[config.mk]
export PLATFORM = sky130hd
export DESIGN_NAME = dedup_waitlist_fifo
export DESIGN_NICKNAME = d
export VERILOG_FILES = /design/src/hdl/dwf_pkg.sv /design/src/hdl/dedup_waitlist_fifo.sv /design/src/hdl/dwf_cell.sv
export VERILOG_INCLUDE_DIRS = /design/src /design/src/hdl
export SDC_FILE = /design/constraint.sdc
export NUM_CORES = 2
export LEC_CHECK = 0
export BUFFER_PORTS_ARGS = -buffer_cell sky130_fd_sc_hd__buf_2
export CAP_MARGIN = 40
export CORE_MARGIN = 3
export CORE_UTILIZATION = 50
export CTS_CLUSTER_DIAMETER = 100
export DETAILED_ROUTE_END_ITERATION = 8
export GPL_TIMING_DRIVEN = 0
export HOLD_SLACK_MARGIN = 0.15
export PLACE_DENSITY = 0.65
export SKIP_CTS_REPAIR_TIMING = 1
export SYNTH_ARGS = -nofsm -noshare
export SYNTH_HDL_FRONTEND = slang
export SYNTH_SLANG_ARGS = --single-unit
[constraint.sdc]
create_clock -name i_clk -period 18.5 [get_ports i_clk]
set_input_delay 4.625 -clock i_clk [delete_from_list [all_inputs] [get_ports i_clk]]
set_output_delay 4.625 -clock i_clk [all_outputs]
set_load 0.02 [all_outputs]
[src/hdl/dedup_waitlist_fifo_assert.svh]
// Assertion macros shared by the waitlist RTL.
// Depends on nothing; included by modules that carry concurrent checks.
`ifndef DEDUP_WAITLIST_FIFO_ASSERT_SVH
`define DEDUP_WAITLIST_FIFO_ASSERT_SVH

// Check a condition in the same cycle as its trigger.
`define DWF_ASSERT_NOW(label, clk, rst_n, ante, cons, msg) \
    label: assert property (@(posedge clk) disable iff (!rst_n) (ante) |-> (cons)) \
        else $error(msg);

// Check a condition in the cycle after its trigger.
`define DWF_ASSERT_NEXT(label, clk, rst_n, ante, cons, msg) \
    label: assert property (@(posedge clk) disable iff (!rst_n) (ante) |=> (cons)) \
        else $error(msg);

`endif

[src/hdl/dwf_pkg.sv]
// Shared types and codes for the deduplicating waitlist FIFO.
// Depends on nothing; imported by dwf_cell and dedup_waitlist_fifo.
package dwf_pkg;

    localparam int DWF_DEPTH_DEFAULT = 16;

    // Request operations
    localparam logic [1:0] MODE_ENQ    = 2'd0;
    localparam logic [1:0] MODE_DEQ    = 2'd1;
    localparam logic [1:0] MODE_LOOKUP = 2'd2;
    localparam logic [1:0] MODE_REMOVE = 2'd3;

    // Response status codes
    localparam logic [2:0] ST_OK      = 3'd0;
    localparam logic [2:0] ST_DUP     = 3'd1;
    localparam logic [2:0] ST_FULL    = 3'd2;
    localparam logic [2:0] ST_EMPTY   = 3'd3;
    localparam logic [2:0] ST_MISSING = 3'd4;

    typedef struct packed {
        logic [1:0]  mode;
        logic [31:0] user_key;
        logic [31:0] payload_tag;
    } t_req;

    typedef struct packed {
        logic [2:0]  status;
        logic [31:0] out_key;
        logic [31:0] out_tag;
        logic [4:0]  occupancy;
        logic        is_empty;
    } t_rsp;

    // Command broadcast to every cell of the chain
    typedef struct packed {
        logic push;
        logic pop;
        logic remove;
    } t_cell_cmd;

endpackage

[src/hdl/dedup_waitlist_fifo.sv]
// Top level of the deduplicating waitlist FIFO: a chain of dwf_cell slots.
// Depends on dwf_pkg, dwf_cell and dedup_waitlist_fifo_assert.svh.
//
//   channel   direction   handshake                  payload
//   request   in          i_in_valid / o_in_stall    i_in_req  (t_req)
//   response  out         o_out_valid / i_out_stall  o_out_rsp (t_rsp)
//
// Each accepted request has its response registered for the next cycle;
// one request per cycle is sustained while responses are drained.
// All slots compare the id at once and shift up together, so the response
// timing does not depend on queue depth.
// Synchronous active-low reset empties the queue; slot contents are left as is.
// A stalled response holds and stalls the request side until taken.
`include "dedup_waitlist_fifo_assert.svh"

module dedup_waitlist_fifo
    import dwf_pkg::*;
#(
    parameter int QUEUE_DEPTH = DWF_DEPTH_DEFAULT
) (
    input  logic i_clk,
    input  logic i_rst_n,
    input  logic i_in_valid,
    output logic o_in_stall,
    input  t_req i_in_req,
    output logic o_out_valid,
    input  logic i_out_stall,
    output t_rsp o_out_rsp
);

    localparam int CW = $clog2(QUEUE_DEPTH + 1);
    localparam logic [CW-1:0] FULL_CNT = CW'(QUEUE_DEPTH);

    logic [CW-1:0] r_count;
    logic [CW-1:0] n_count;
    logic          r_out_valid;
    t_rsp          r_rsp;
    t_rsp          n_rsp;

    logic             w_accept;
    logic             w_hit;
    logic             w_full;
    logic             w_empty;
    t_cell_cmd        w_cmd;
    logic [31:0]      w_key   [QUEUE_DEPTH];
    logic [31:0]      w_tag   [QUEUE_DEPTH];
    logic [QUEUE_DEPTH-1:0] w_valid;
    logic [QUEUE_DEPTH-1:0] w_match;
    logic [QUEUE_DEPTH-1:0] w_gap;
    logic [31:0]      w_occ32;

    // Accept a request when the response register is free or draining
    assign o_in_stall = r_out_valid & i_out_stall;
    assign w_accept   = i_in_valid & ~o_in_stall;

    assign w_full  = (r_count == FULL_CNT);
    assign w_empty = (r_count == '0);
    assign w_hit   = w_gap[QUEUE_DEPTH-1];

    // Decode the chain command
    always_comb begin
        w_cmd        = '0;
        w_cmd.push   = w_accept && (i_in_req.mode == MODE_ENQ) && !w_hit && !w_full;
        w_cmd.pop    = w_accept && (i_in_req.mode == MODE_DEQ) && !w_empty;
        w_cmd.remove = w_accept && (i_in_req.mode == MODE_REMOVE) && w_hit;
    end

    // Build the row of cells
    for (genvar g = 0; g < QUEUE_DEPTH; g++) begin : g_cell
        logic        w_prev_valid;
        logic        w_gap_in;
        logic [31:0] w_next_key;
        logic [31:0] w_next_tag;
        logic        w_next_valid;

        if (g == 0) begin : g_head
            assign w_prev_valid = 1'b1;
            assign w_gap_in     = 1'b0;
        end else begin : g_body
            assign w_prev_valid = w_valid[g-1];
            assign w_gap_in     = w_gap[g-1];
        end

        if (g == QUEUE_DEPTH - 1) begin : g_tail
            assign w_next_key   = '0;
            assign w_next_tag   = '0;
            assign w_next_valid = 1'b0;
        end else begin : g_link
            assign w_next_key   = w_key[g+1];
            assign w_next_tag   = w_tag[g+1];
            assign w_next_valid = w_valid[g+1];
        end

        dwf_cell u_cell (
            .i_clk        (i_clk),
            .i_rst_n      (i_rst_n),
            .i_cmd        (w_cmd),
            .i_cmp_key    (i_in_req.user_key),
            .i_new_key    (i_in_req.user_key),
            .i_new_tag    (i_in_req.payload_tag),
            .i_prev_valid (w_prev_valid),
            .i_gap_in     (w_gap_in),
            .i_next_key   (w_next_key),
            .i_next_tag   (w_next_tag),
            .i_next_valid (w_next_valid),
            .o_key        (w_key[g]),
            .o_tag        (w_tag[g]),
            .o_valid      (w_valid[g]),
            .o_match      (w_match[g]),
            .o_gap_out    (w_gap[g])
        );
    end

    // Track the entry count
    always_comb begin
        n_count = r_count;
        if (w_cmd.push) begin
            n_count = r_count + CW'(1);
        end else if (w_cmd.pop || w_cmd.remove) begin
            n_count = r_count - CW'(1);
        end
    end

    assign w_occ32 = 32'(n_count);

    // Form the response
    always_comb begin
        n_rsp           = '0;
        n_rsp.status    = ST_OK;
        n_rsp.occupancy = w_occ32[4:0];
        n_rsp.is_empty  = (n_count == '0);
        case (i_in_req.mode)
            MODE_ENQ: begin
                if (w_hit) begin
                    n_rsp.status = ST_DUP;
                end else if (w_full) begin
                    n_rsp.status = ST_FULL;
                end
            end
            MODE_DEQ: begin
                if (w_empty) begin
                    n_rsp.status = ST_EMPTY;
                end else begin
                    n_rsp.out_key = w_key[0];
                    n_rsp.out_tag = w_tag[0];
                end
            end
            MODE_LOOKUP, MODE_REMOVE: begin
                if (!w_hit) begin
                    n_rsp.status = ST_MISSING;
                end
            end
            default: begin
                n_rsp.status = ST_OK;
            end
        endcase
    end

    // Hold count and response valid under reset
    always_ff @(posedge i_clk) begin
        if (!i_rst_n) begin
            r_count     <= '0;
            r_out_valid <= 1'b0;
        end else begin
            r_count <= n_count;
            if (w_accept) begin
                r_out_valid <= 1'b1;
            end else if (!i_out_stall) begin
                r_out_valid <= 1'b0;
            end
        end
    end

    // Load the response payload on each accepted request
    always_ff @(posedge i_clk) begin
        if (w_accept) begin
            r_rsp <= n_rsp;
        end
    end

    assign o_out_valid = r_out_valid;
    assign o_out_rsp   = r_rsp;

    // Checks on the chain and the count
    `DWF_ASSERT_NOW(a_count_range, i_clk, i_rst_n, 1'b1, r_count <= FULL_CNT, "count over depth")
    `DWF_ASSERT_NOW(a_valid_count, i_clk, i_rst_n, 1'b1, $countones(w_valid) == 32'(r_count), "valid bits disagree with count")
    `DWF_ASSERT_NOW(a_unique_ids, i_clk, i_rst_n, 1'b1, $onehot0(w_match), "id queued twice")
    `DWF_ASSERT_NEXT(a_push_grows, i_clk, i_rst_n, w_cmd.push, r_count == $past(r_count) + CW'(1), "push did not grow count")

endmodule

[src/hdl/dwf_cell.sv]
// One slot of the waitlist chain: holds an id, a tag and a valid bit.
// Depends on dwf_pkg; instantiated in a row by dedup_waitlist_fifo.
module dwf_cell
    import dwf_pkg::*;
(
    input  logic        i_clk,
    input  logic        i_rst_n,
    input  t_cell_cmd   i_cmd,
    input  logic [31:0] i_cmp_key,
    input  logic [31:0] i_new_key,
    input  logic [31:0] i_new_tag,
    input  logic        i_prev_valid,
    input  logic        i_gap_in,
    input  logic [31:0] i_next_key,
    input  logic [31:0] i_next_tag,
    input  logic        i_next_valid,
    output logic [31:0] o_key,
    output logic [31:0] o_tag,
    output logic        o_valid,
    output logic        o_match,
    output logic        o_gap_out
);

    logic [31:0] r_key;
    logic [31:0] r_tag;
    logic        r_valid;
    logic        w_shift;
    logic        w_load;

    // Compare the held id and pass the gap flag on to the next cell
    assign o_match   = r_valid && (r_key == i_cmp_key);
    assign o_gap_out = i_gap_in | o_match;

    // Move up on a pop, or on a remove at or below the matching slot
    assign w_shift = i_cmd.pop | (i_cmd.remove & o_gap_out);
    // Take a new entry when this is the first free slot
    assign w_load  = i_cmd.push & ~r_valid & i_prev_valid;

    // Hold valid under reset
    always_ff @(posedge i_clk) begin
        if (!i_rst_n) begin
            r_valid <= 1'b0;
        end else if (w_shift) begin
            r_valid <= i_next_valid;
        end else if (w_load) begin
            r_valid <= 1'b1;
        end
    end

    // Advance or load the payload
    always_ff @(posedge i_clk) begin
        if (w_shift) begin
            r_key <= i_next_key;
            r_tag <= i_next_tag;
        end else if (w_load) begin
            r_key <= i_new_key;
            r_tag <= i_new_tag;
        end
    end

    assign o_key   = r_key;
    assign o_tag   = r_tag;
    assign o_valid = r_valid;

endmodule
==> results.txt <==
----------------------------------------------------
[Global routing]
  Number of antenna violations at the first check in global routing ... 9
  Largest net degree at the start of global routing ... 47
  GRT Resource Usage Total ... 0.292
  Total congestion overflow after global routing ... 0
  Global-route wire length before repair ... 233000 um
  Via count of the first global-routing pass ... 31500

[Detailed routing]
  Count of routing violations after the opening detailed-route iteration ... 2988
  Number of remaining DRC errors ... 0
  Number of nets still failing antenna checks after routing ... 0
  Wire length after detailed routing ... 166000 um
  Count of vias placed by the detailed router ... 32100
  Routed wire length per instance ... 30.4 um
  Initial DRT Pass Iterations ... 7
  Vias per inst ... 5.89

[Placed design]
  Routability Congestion ... 0.967
  DP Wirelength ... 131000 um
  Port buffer count ... 112
  Dpl ws ... 8.45 ns

[Worst setup path]
  Category of the critical setup timing path ... primary input to output port
  Most common cell on crit path ... buf_2
  Critical path cell sequence ... buf_2, and2_1, buf_2
  Data required time of the critical path ... 13.88 ns
  Critical path capture point ... o_in_stall
  Kind of end point of the critical path ... output port
  Critical R2R Launch ... g_cell[0].u_cell.o_key[0]
  Dominant delay contributor by cell family on the critical path ... buffers and inverters
  Cell count of the worst reg-to-reg path ... 14
  Total number of cells along the worst setup path ... 3
  Highest net fanout along the worst path ... 3
  Cell with the largest stage delay on the worst path ... and2_1
  Largest incremental delay on the critical path ... 0.19 ns
  Category of the worst setup path launch point ... primary input
  Combined buffer and inverter count along the critical path ... 2
  CP Data Arrival Time ... 5.08 ns
  Worst reg2reg path endpoint ... g_cell[14].u_cell.o_tag[12]
  Critical Path Start ... i_out_stall
  Setup slack of the most critical reg-to-reg path ... 13.16 ns

[Synth]
  Fraction of registers with async set or reset after synthesis ... 0
  Register bit total from synthesis ... 1119
  Most used flip-flop cell after synthesis ... edfxtp_1
  Average instance area after synthesis ... 15.0 um^2
  Yosys Warn Count ... 0
  Sequential fraction of the synthesis area ... 0.596
  Syn_nets ... 3730
  Cells after synthesis ... 3658
  Post-synthesis instance area ... 54900 um^2
  Number of synthesized flops with an enable pin ... 1033
  Count of distinct cell types in the synthesized netlist ... 74

[Cells and area]
  Core utilization of the finished layout ... 0.577
  Fraction of final layout cells sized beyond drive strength 1 ... 0.344
  Total Nets Final ... 4015
  Layout fillers ... 8502
  Syn-to-layout area delta ... 13.4%
  Multi-input combinational cell area ... 20400 um^2
  Register cell area after layout ... 32700 um^2

[Die]
  # IOs ... 145
  Die Wd ... 337 um
  Area of the core ... 108000 um^2
  Full die area ... 114000 um^2
  Die H ... 337 um
  Initial Util ... 0.508
  Row Count ... 120

[Timing]
  Fmax ... 0.103 GHz
  Final min period ... 9.70 ns
  Skew final ... 0.0571 ns
  RSZ-0062 raised after global routing ... false
  Worst hold slack ... 0.493 ns
  Final critical-path share of the clock period ... 0.525
  Final count of negative-setup-slack endpoints ... 0
  Worst slew margin relative to its limit ... 0.416
  Hold violation total from the final report ... 0
  Worst setup slack after layout ... 8.80 ns
  Final-report max-slew violation count ... 0
  Worst Max-Slew Pin Slew ... 0.867 ns

[Clock network]
  Clock slew at reported path FFs ... 0.06 ns
  Number of CTS-inserted buffers ... 120
  Root Buffer ... clkbuf_16
  TritonCTS clock tree ... yes
  H-tree levels ... 3
  Sink Count ... 1119
  Clock latency on the worst-skew pair ... 0.74 ns
  Worst-case clock buffer depth ... 3

[Hold path]
  Path class of the lowest-slack min-delay path ... flip-flop to flip-flop

[Pwr]
  Areal power density over the cells ... 90.9 nW/um^2
  Leakage component of the power ... 21.8 nW
  Peak VDD IR ... 0.0000793 V

[Job]
  Maximum Capacitance Violations ... 0

[Run status]
  Status ... complete, no violations

----------------------------------------------------
-- routing by layer --
layer | vias up | routed length, um | part of all wire | global-route usage
li1 | 14400 | - | - | -
met4 | 2 | 9540 | 0.058 | 0.151
met1 | 16200 | 70200 | 0.42 | 0.395
met5 | - | 12 | 0.000072 | 0
met2 | 1143 | 76500 | 0.46 | 0.464
met3 | 314 | 9260 | 0.056 | 0.0381
-- synthesized netlist by cell type, types with 47 or more instances --
cell type  instances  area (um^2)
buf_6             48          541
buf_4             56          420
nor4_1           162         1010
xor2_1           380         3330
buf_2             98          490
and2_1            70          438
dfxtp_1           86         1720
mux2_1           148         1670
nor2_1            95          357
xnor2_1          129         1130
edfxtp_1        1033        31000
mux2_4            47          706
mux2i_1           65          651
nand2_1           57          214
mux2_2           760         8560
clkbuf_1          86          323
nand4_1           58          363
-- cell usage in the layout (no fill, tap or decap), drive strengths merged, types with 16 or more instances in the layout --
| cell type | count |
|---|---|
| a211oi | 16 |
| nand3 | 37 |
| mux2i | 65 |
| xnor2 | 129 |
| o21ai | 23 |
| buf | 372 |
| dfxtp | 86 |
| clkbuf | 246 |
| mux2 | 955 |
| nor2 | 95 |
| nor3 | 40 |
| nand4b | 19 |
| nand4 | 58 |
| nand2 | 58 |
| nor4 | 163 |
| a21oi | 18 |
| clkinv | 51 |
| and2 | 70 |
| edfxtp | 1033 |
| xor2 | 382 |
-- worst reg2reg max path: cells and delay by family, from the launching register on --
family / cells / cell delay (ns)
AO/OA/AOI/OAI: 1 / 0.66
XOR/XNOR: 1 / 0.45
buffers and inverters: 5 / 1.38
flip-flops: 1 / 0.71
AND/OR/NAND/NOR: 7 / 1.81
-- where the power goes --
part / internal [mW] / switching (mW) / total (mW)
logic: 0.180 / 0.292 / 0.472
clock network: 1.33 / 1.02 / 2.35
registers: 2.82 / 0.0236 / 2.84
-- sequential cells by signal, summed over array words and instances (netlist names) --
name                   cells
g_cell.u_cell.o_key      512
g_cell.u_cell.o_tag      512
o_out_rsp                 73
g_cell.u_cell.o_valid     16
r_count                    5
o_out_valid                1
-- final cells by class --
type	instances	area share
flip-flops and latches	1119	0.526
multi-input cells	2230	0.328
clock buffers	160	0.0528
plain buffers	295	0.0296
well taps	1403	0.0282
repair buffers	163	0.0260
clock inverters	58	0.00844
inverters	14	0.000844
diodes	5	0.000201
-- kinds of logic after synthesis --
logic type / share of synthesized area
flip-flops: 0.596
multiplexers: 0.211
AND/OR/NAND/NOR: 0.0631
XOR/XNOR: 0.0818
buffers and inverters: 0.0346
AO/OA/AOI/OAI: 0.0127
adder cells (fa/ha/maj): 0.000456
-- metrics by stage --
stage                     setup TNS (ns)  power (mW)  std cells  cell area (um^2)
after floorplan                        0        3.18       3658             54900
after detailed placement               0        3.36       5224             58400
after CTS                              0        5.69       5442             62300
final                                  0        5.66       5447             62300
after global placement          -2554.57        3.35       5173             57200
after global routing                   0        5.82       5444             62300
-- worst min path at each step --
stage	startpoint	endpoint	slack, ns	cells past startpoint
floorplan	g_cell[15].u_cell.o_tag[0]	g_cell[15].u_cell.o_tag[0]	0.46	2
global placement	g_cell[15].u_cell.o_tag[21]	g_cell[15].u_cell.o_tag[21]	0.47	2
CTS	g_cell[15].u_cell.o_tag[21]	g_cell[15].u_cell.o_tag[21]	0.50	2
global route	g_cell[15].u_cell.o_tag[27]	g_cell[15].u_cell.o_tag[27]	0.52	2
finish	g_cell[15].u_cell.o_tag[9]	g_cell[15].u_cell.o_tag[9]	0.49	2
detailed placement	g_cell[15].u_cell.o_tag[14]	g_cell[15].u_cell.o_tag[14]	0.48	2
No activity file was read; power rests on OpenSTA's default activity.
